**src/hw/rtl/assert_macros.svh**
```systemverilog
// ---------------------------------------------------------------------------
// Assertion macros
// Shared wrappers for concurrent assertions used across the RTL.
// ---------------------------------------------------------------------------
`ifndef ASSERT_MACROS_SVH
`define ASSERT_MACROS_SVH

// Property checked on every rising edge, masked while reset is held
`define ASSERT_CLK(label, clk, rst_n, prop, msg) \
    label: assert property (@(posedge clk) disable iff (!rst_n) prop) else $error(msg);

// Property checked on every rising edge, reset included
`define ASSERT_ALWAYS(label, clk, prop, msg) \
    label: assert property (@(posedge clk) prop) else $error(msg);

`endif

```
**src/hw/rtl/larq_ram.sv**
```systemverilog
// ---------------------------------------------------------------------------
// larq_ram
// Simple dual-port RAM: one write port, one read port, registered read data.
// ---------------------------------------------------------------------------
`timescale 1ns / 1ps

module larq_ram #(
    parameter int WIDTH = 8,
    parameter int DEPTH = 16,
    parameter int AW    = 4
) (
    input  logic             i_clk,
    input  logic             i_we,
    input  logic [AW-1:0]    i_waddr,
    input  logic [WIDTH-1:0] i_wdata,
    input  logic             i_re,
    input  logic [AW-1:0]    i_raddr,
    output logic [WIDTH-1:0] o_rdata
);

    logic [WIDTH-1:0] r_mem [DEPTH];
    logic [WIDTH-1:0] r_rdata;

    // Write port
    always_ff @(posedge i_clk) begin
        if (i_we) begin
            r_mem[i_waddr] <= i_wdata;
        end
    end

    // Read port, data holds until the next read
    always_ff @(posedge i_clk) begin
        if (i_re) begin
            r_rdata <= r_mem[i_raddr];
        end
    end

    assign o_rdata = r_rdata;

endmodule

```
**config.mk**
```make
export PLATFORM = sky130hd
export DESIGN_NAME = larq_ram
export DESIGN_NICKNAME = d
export VERILOG_FILES = /design/src/hw/rtl/assert_macros.svh /design/src/hw/rtl/larq_ram.sv
export SDC_FILE = /design/constraint.sdc
export NUM_CORES = 1
export LEC_CHECK = 0
export BUFFER_PORTS_ARGS = -buffer_cell sky130_fd_sc_hd__buf_4
export CELL_PAD_IN_SITES_DETAIL_PLACEMENT = 0
export CELL_PAD_IN_SITES_GLOBAL_PLACEMENT = 1
export CORE_MARGIN = 2
export CORE_UTILIZATION = 53
export CTS_CLUSTER_SIZE = 40
export DETAILED_ROUTE_END_ITERATION = 6
export GPL_ROUTABILITY_DRIVEN = 0
export PLACE_DENSITY = 0.87
export SLEW_MARGIN = 20
export SYNTH_ARGS = -nofsm -noshare
export SYNTH_HDL_FRONTEND = slang
export SYNTH_SLANG_ARGS = --single-unit
```
**constraint.sdc**
```tcl
create_clock -name i_clk -period 2.2 [get_ports i_clk]
set_input_delay 0.11 -clock i_clk [delete_from_list [all_inputs] [get_ports i_clk]]
set_output_delay 0.11 -clock i_clk [all_outputs]
set_load 0.02 [all_outputs]
```
==> flow_summary.ini, run 1 <==
[clocking]
cts-root-buf = sky130_fd_sc_hd__clkbuf_8
cts_resized = 0
h_tree_depth_reported_by_cts = 4
cts_tree = done
cts.clk_slew.worst_paths_ns = 0.06
postCtsSetupRepairBufs = 0
cts_buffers = 17
buffer_levels_on_the_longest_clock_path = 2
cts.sink_count = 136
latest_clock_arrival_within_the_worst_skew_pair_ns = 0.52

[worst_setup_path]
timing.critical_path.from = r_mem[7][6]
crit_chain = mux4_2 -> a22oi_1 -> nand2_1
r2r_start = r_mem[7][6]
critical_path.reg2reg.endpoint = o_rdata[6]
cp_data_arrival_time_ns = 1.81
critPathCapture = o_rdata[6]
r2r_setup_slack_ns = 0.65
worst_path_top_cell_family_by_delay = multiplexers
worstPathRequired_ns = 2.46
cpPeakStageDelay_ns = 0.51
cp_max_delay_cell = sky130_fd_sc_hd__mux4_2
worst_r2r_path_depth = 3
critical_path_launch_point_type = register
worst-path-max-fanout = 1
startpoint_to_endpoint_class_of_the_critical_path = reg -> reg
path_depth = 3
critPathCaptureType = register
total_buffers_and_inverters_traversed_by_the_critical_path = 0

[pwr]
total_power_mw = 5.891
power_density_nw_per_um2 = 934.2
power_leakage_nw = 2.147
vdd.ir_drop.worst_mv = 0.4553

[floorplanning]
floorplan.die.height_um = 103.3
floorplan.die_area_um2 = 10670
core_area_um2 = 9684
floorplan.rows = 36
floorplan.io_pins = 27
floorplan.initialDensity_pct = 53.98
die_width_um = 103.3

[routing]
met3WireLength_um = 750
m1WireLength_um = 4194
drc_errors = 0
routed_via_density = 5.799
highest-signal-layer = met4
dr_wl_met2_um = 4974
detail-route-antenna-nets = 0
first_pass_iters = 5
violation_count_after_the_first_detailed_routing_iteration = 212
detail_route.wl_per_cell_um = 22.90
postRouteWirelength_um = 10030
via_count = 2540

[hold_path]
hold_path_class = in -> reg

[synthesis]
yosys.area.top_type = sky130_fd_sc_hd__edfxtp_1
gate_count_of_the_mapped_netlist = 229
ys_ff_latch = 136
post-synth-top-area-fraction_pct = 78.12
synth-async-reset-ratio_pct = 0
ys_warn_count = 0
synth.yosys.seq_area_share_pct = 78.12
syn-num-nets = 248
synth_area_leaders = sky130_fd_sc_hd__edfxtp_1 78%, sky130_fd_sc_hd__mux4_2 7.8%, sky130_fd_sc_hd__mux4_1 7.0%
synthesis.area_um2 = 5228
synth_cell_types = 18
synth.most_common_cell = sky130_fd_sc_hd__edfxtp_1
syn-mean-instance-area_um2 = 22.83
dominantRegCellSynth = sky130_fd_sc_hd__edfxtp_1
synth_edf_count = 136
synth.cells.most_frequent = 136 x sky130_fd_sc_hd__edfxtp_1, 18 x sky130_fd_sc_hd__mux4_2, 16 x sky130_fd_sc_hd__a22oi_1

[grt]
gr-total-overflow = 0
grt_start_max_net_pins = 33
grt_first_pass_wirelength_um = 14890
first_global_vias = 2614
grt_antenna_before_repair = 0
global_route_usage_sum_pct = 20.62

[timing]
timing.final.crit_share_pct = 70.36
timing.slew.headroom_pct = 50.31
timing_max_transition_violations_final = 0
rsz_0062_raised_after_global_routing = false
timing_hold_violations_final = 0
finalCriticalPeriod_ns = 1.548
clock.fmax_mhz = 646.0
final_sum_of_negative_setup_slack_ns = 0
timing_worst_slew_pin_value_ns = 0.7438
fin_skew_ns = 0.005071
report.final.setup_viol = 0

[placement]
port_buffers = 26
post_dp_cell_area_um2 = 5658
detailed_place_hpwl_um = 5953

[final_layout]
layout-drive-gt1-share_pct = 29.18
area.growth.synth_to_final_pct = 20.63
antenna_cells_inserted = 0
postLayoutCoreUtil_pct = 65.12
layout_net_count = 311
layout.cell_area.non_filler_um2 = 6306

[job]
drv.max_cap_violation_count = 0

[run_status]
run_status = complete, no violations
[through the flow]
stage               hold slack (ns)  instances  setup WS (ns)
finish                       0.1307        438         0.6520
global route                 0.1280        438         0.6237
CTS                         0.09943        438         0.6680
detailed placement           0.4115        397         0.3895
global placement             0.4110        397         0.4284
floorplan                    0.2089        229         0.5971
[power by group]
part	internal [mW]	switching (mW)
Sequential	2.92	0.0157
Clock	1.70	0.950
Combinational	0.139	0.167
[cell families (layout without fill, tap and decap cells)]
family	Yosys count	in the layout	share of synthesized area [%]
multiplexers	32	32	14.79
buffers and inverters	10	86	1.651
AND/OR/NAND/NOR	35	35	3.136
AO/OA/AOI/OAI	16	16	2.298
flip-flops	136	136	78.12
[cell usage in the layout (no fill, tap or decap)]
cell type,synthesis,final
sky130_fd_sc_hd__nor2b_1,1,1
sky130_fd_sc_hd__edfxtp_1,136,136
sky130_fd_sc_hd__nand2b_1,2,2
sky130_fd_sc_hd__a22oi_1,16,16
sky130_fd_sc_hd__mux4_1,14,14
sky130_fd_sc_hd__buf_12,0,1
sky130_fd_sc_hd__clkbuf_8,0,1
sky130_fd_sc_hd__and2b_1,1,1
sky130_fd_sc_hd__nand2_1,9,9
sky130_fd_sc_hd__mux4_2,18,18
sky130_fd_sc_hd__dlygate4sd3_1,0,9
sky130_fd_sc_hd__clkinvlp_4,0,1
sky130_fd_sc_hd__clkbuf_16,0,16
sky130_fd_sc_hd__bufinv_16,0,3
sky130_fd_sc_hd__clkinv_2,0,4
sky130_fd_sc_hd__clkbuf_1,0,3
sky130_fd_sc_hd__buf_4,1,44
sky130_fd_sc_hd__or3b_2,1,1
sky130_fd_sc_hd__and2_1,1,1
sky130_fd_sc_hd__nor2_1,13,13
sky130_fd_sc_hd__nand3_1,1,1
sky130_fd_sc_hd__nand3b_1,2,2
sky130_fd_sc_hd__clkinv_1,0,4
sky130_fd_sc_hd__nor3_1,4,4
[cell type report]
| type | count | area [um2] |
|---|---|---|
| clock buffer | 20 | 425.4 |
| clock inverter | 12 | 132.6 |
| fill | 621 | 3378 |
| multi-input combinational | 83 | 1057 |
| sequential | 136 | 4084 |
| tap | 133 | 166.4 |
| timing repair buffer | 54 | 440.4 |
[metal layers]
metal / global-route usage [%] / vias up
li1: - / 1111
met1: 27.85 / 1285
met2: 32.07 / 136
met3: 5.712 / 8
met4: 8.907 / 0
met5: 0 / -
[tightest hold or removal path: stages]
cell and delay [ns]:
sky130_fd_sc_hd__buf_4 0.12, sky130_fd_sc_hd__nor3_1 0.05, sky130_fd_sc_hd__buf_4 0.18
[repair_timing]
action	in CTS	in global routing
hold buffers	9	0
hold endpoints to repair	136	0
endpoints found under the setup margin	0	0
[worst min path at each step]
| stage | start | endpoint | slack, ns | cells past startpoint |
|---|---|---|---|---|
| global route | i_waddr[0] | r_mem[0][6] | 0.13 | 3 |
| floorplan | i_wdata[0] | r_mem[0][0] | 0.21 | 0 |
| CTS | i_waddr[0] | r_mem[0][2] | 0.1 | 3 |
| finish | i_waddr[0] | r_mem[0][1] | 0.13 | 3 |
| detailed placement | i_re | o_rdata[2] | 0.41 | 1 |
| global placement | i_wdata[7] | r_mem[10][7] | 0.41 | 1 |
[registers in the layout (all words and copies together), names as in the netlist]
name	cells
o_rdata	8
r_mem	128
Power figures use the tool's default switching activity.
==> inputs of run 2 (changes only) <==
Clock period 2.2 ns to 1.6 ns, I/O delays scaled along.
==> flow_summary.ini, run 2 (synthesis results as in run 1) <==
[clocking]
cts_resized = 0
postCtsSetupRepairBufs = 0
cts-root-buf = sky130_fd_sc_hd__clkbuf_8
buffer_levels_on_the_longest_clock_path = 2
h_tree_depth_reported_by_cts = 4
latest_clock_arrival_within_the_worst_skew_pair_ns = 0.52
cts_buffers = 17
cts.clk_slew.worst_paths_ns = 0.06
cts.sink_count = 136
cts_tree = done

[placement]
post-place-cells = 402
port_buffers = 26
dp_worst_setup_slack_ns = -0.002632
detailed_place_hpwl_um = 6181
post_dp_cell_area_um2 = 5746

[floorplanning]
core_area_um2 = 9684
die_width_um = 103.3
floorplan.rows = 36
floorplan.initialDensity_pct = 53.98
floorplan.io_pins = 27
floorplan.die.height_um = 103.3
floorplan.die_area_um2 = 10670

[pwr]
total_power_mw = 8.522
power_density_nw_per_um2 = 1319
vdd.ir_drop.worst_mv = 0.7697
power_leakage_nw = 2.217

[final_layout]
postLayoutCoreUtil_pct = 66.69
largest_register = r_mem
fillCellCount = 596
layout.cells.most_common = sky130_fd_sc_hd__edfxtp_1
register_area_um2 = 4084
multi_input_area_um2 = 1057
antenna_cells_inserted = 0
layout-drive-gt1-share_pct = 31.61
mostFrequentLayoutCells = 136 x sky130_fd_sc_hd__edfxtp_1, 45 x sky130_fd_sc_hd__buf_4, 18 x sky130_fd_sc_hd__mux4_2
layout.cell_area.non_filler_um2 = 6459
largest_register_ff_count = 128
area.growth.synth_to_final_pct = 23.55
layout.cells.non_filler = 443
layout_net_count = 316

[hold_path]
min_from = i_waddr[0]
hold_path_class = in -> reg

[worst_setup_path]
startpoint_to_endpoint_class_of_the_critical_path = reg -> reg
r2r_start = r_mem[1][2]
worstPathRequired_ns = 1.87
critical_path_launch_point_type = register
timing.critical_path.from = r_mem[1][2]
r2r_setup_slack_ns = 0.08
critPathCaptureType = register
worst-path-max-fanout = 1
critical_path.reg2reg.endpoint = o_rdata[2]
cp_data_arrival_time_ns = 1.79
worst_r2r_path_depth = 3
critPathCapture = o_rdata[2]

[timing]
fin_worst_hold_slack_ns = 0.08184
timing_hold_violations_final = 0
report.final.setup_viol = 0
timing.slew.headroom_pct = 71.41
clock.fmax_mhz = 656.9
timing_max_transition_violations_final = 0
timing.final.crit_share_pct = 95.14
finalCriticalPeriod_ns = 1.522
setup_slack_ns = 0.07779
fin_skew_ns = 0.007989
final_sum_of_negative_setup_slack_ns = 0
timing_worst_slew_pin_value_ns = 0.4288
rsz_0062_raised_after_global_routing = false

[grt]
gr-total-overflow = 0
first_global_vias = 2521
global_route_usage_sum_pct = 20.94
grt_first_pass_wirelength_um = 14830
grt_start_max_net_pins = 17
grt_antenna_before_repair = 0

[run_status]
run_status = complete, no violations

[routing]
detail_route.wl_per_cell_um = 22.12
violation_count_after_the_first_detailed_routing_iteration = 246
drc_errors = 0
first_pass_iters = 4
routed_via_density = 5.684
postRouteWirelength_um = 9797
detail-route-antenna-nets = 0
via_count = 2518

[job]
drv.max_cap_violation_count = 0
-- run 2: cell count changes in the layout (fill, tap and decap cells not counted), sizes merged --
| cell | previous run | this run |
|---|---|---|
| buf | 45 | 50 |
| bufinv | 3 | 5 |
| clkbuf | 20 | 18 |
| clkinv | 8 | 7 |
| clkinvlp | 1 | 2 |
-- run 2: repair_timing --
action,4_1_cts,5_1_grt
endpoints found under the hold margin,136,0
endpoints found under the setup margin,0,0
hold buffers,9,0
-- run 2: cell type report --
type,count,share of cell area [%]
repair buffers,59,8.175
clock inverters,14,3.177
flip-flops and latches,136,63.23
clock buffers,18,6.470
multi-input cells,83,16.37
well taps,133,2.577
-- run 2: how the worst min path moves through the flow --
stage | end | slack [ns] | depth (start not counted)
after CTS | r_mem[8][6] | 0.07 | 3
after detailed placement | r_mem[2][6] | 0.39 | 1
after floorplan | r_mem[0][0] | 0.18 | 0
after global routing | r_mem[8][1] | 0.07 | 3
final | r_mem[8][4] | 0.08 | 3
after global placement | r_mem[0][5] | 0.38 | 1
-- run 2: report_power, final --
group	switching (mW)	internal, mW	leakage, nW
combinational	0.225	0.212	0.681
clock	1.38	2.67	0.300
sequential	0.0243	4.02	1.24
total	1.63	6.90	2.22
-- run 2: routing by layer --
layer,global-route usage [%],vias to the layer above,part of all wire (%)
li1,-,1119,-
met1,29.07,1287,42
met2,32.12,101,50
met3,6.922,11,6.6
met4,6.680,0,1.2
met5,0,-,0
-- run 2: worst max-delay path, stage by stage, from the launching register on --
cell	delay, ns
sky130_fd_sc_hd__edfxtp_1	0.37
sky130_fd_sc_hd__mux4_1	0.52
sky130_fd_sc_hd__a22oi_1	0.30
sky130_fd_sc_hd__nand2_1	0.09
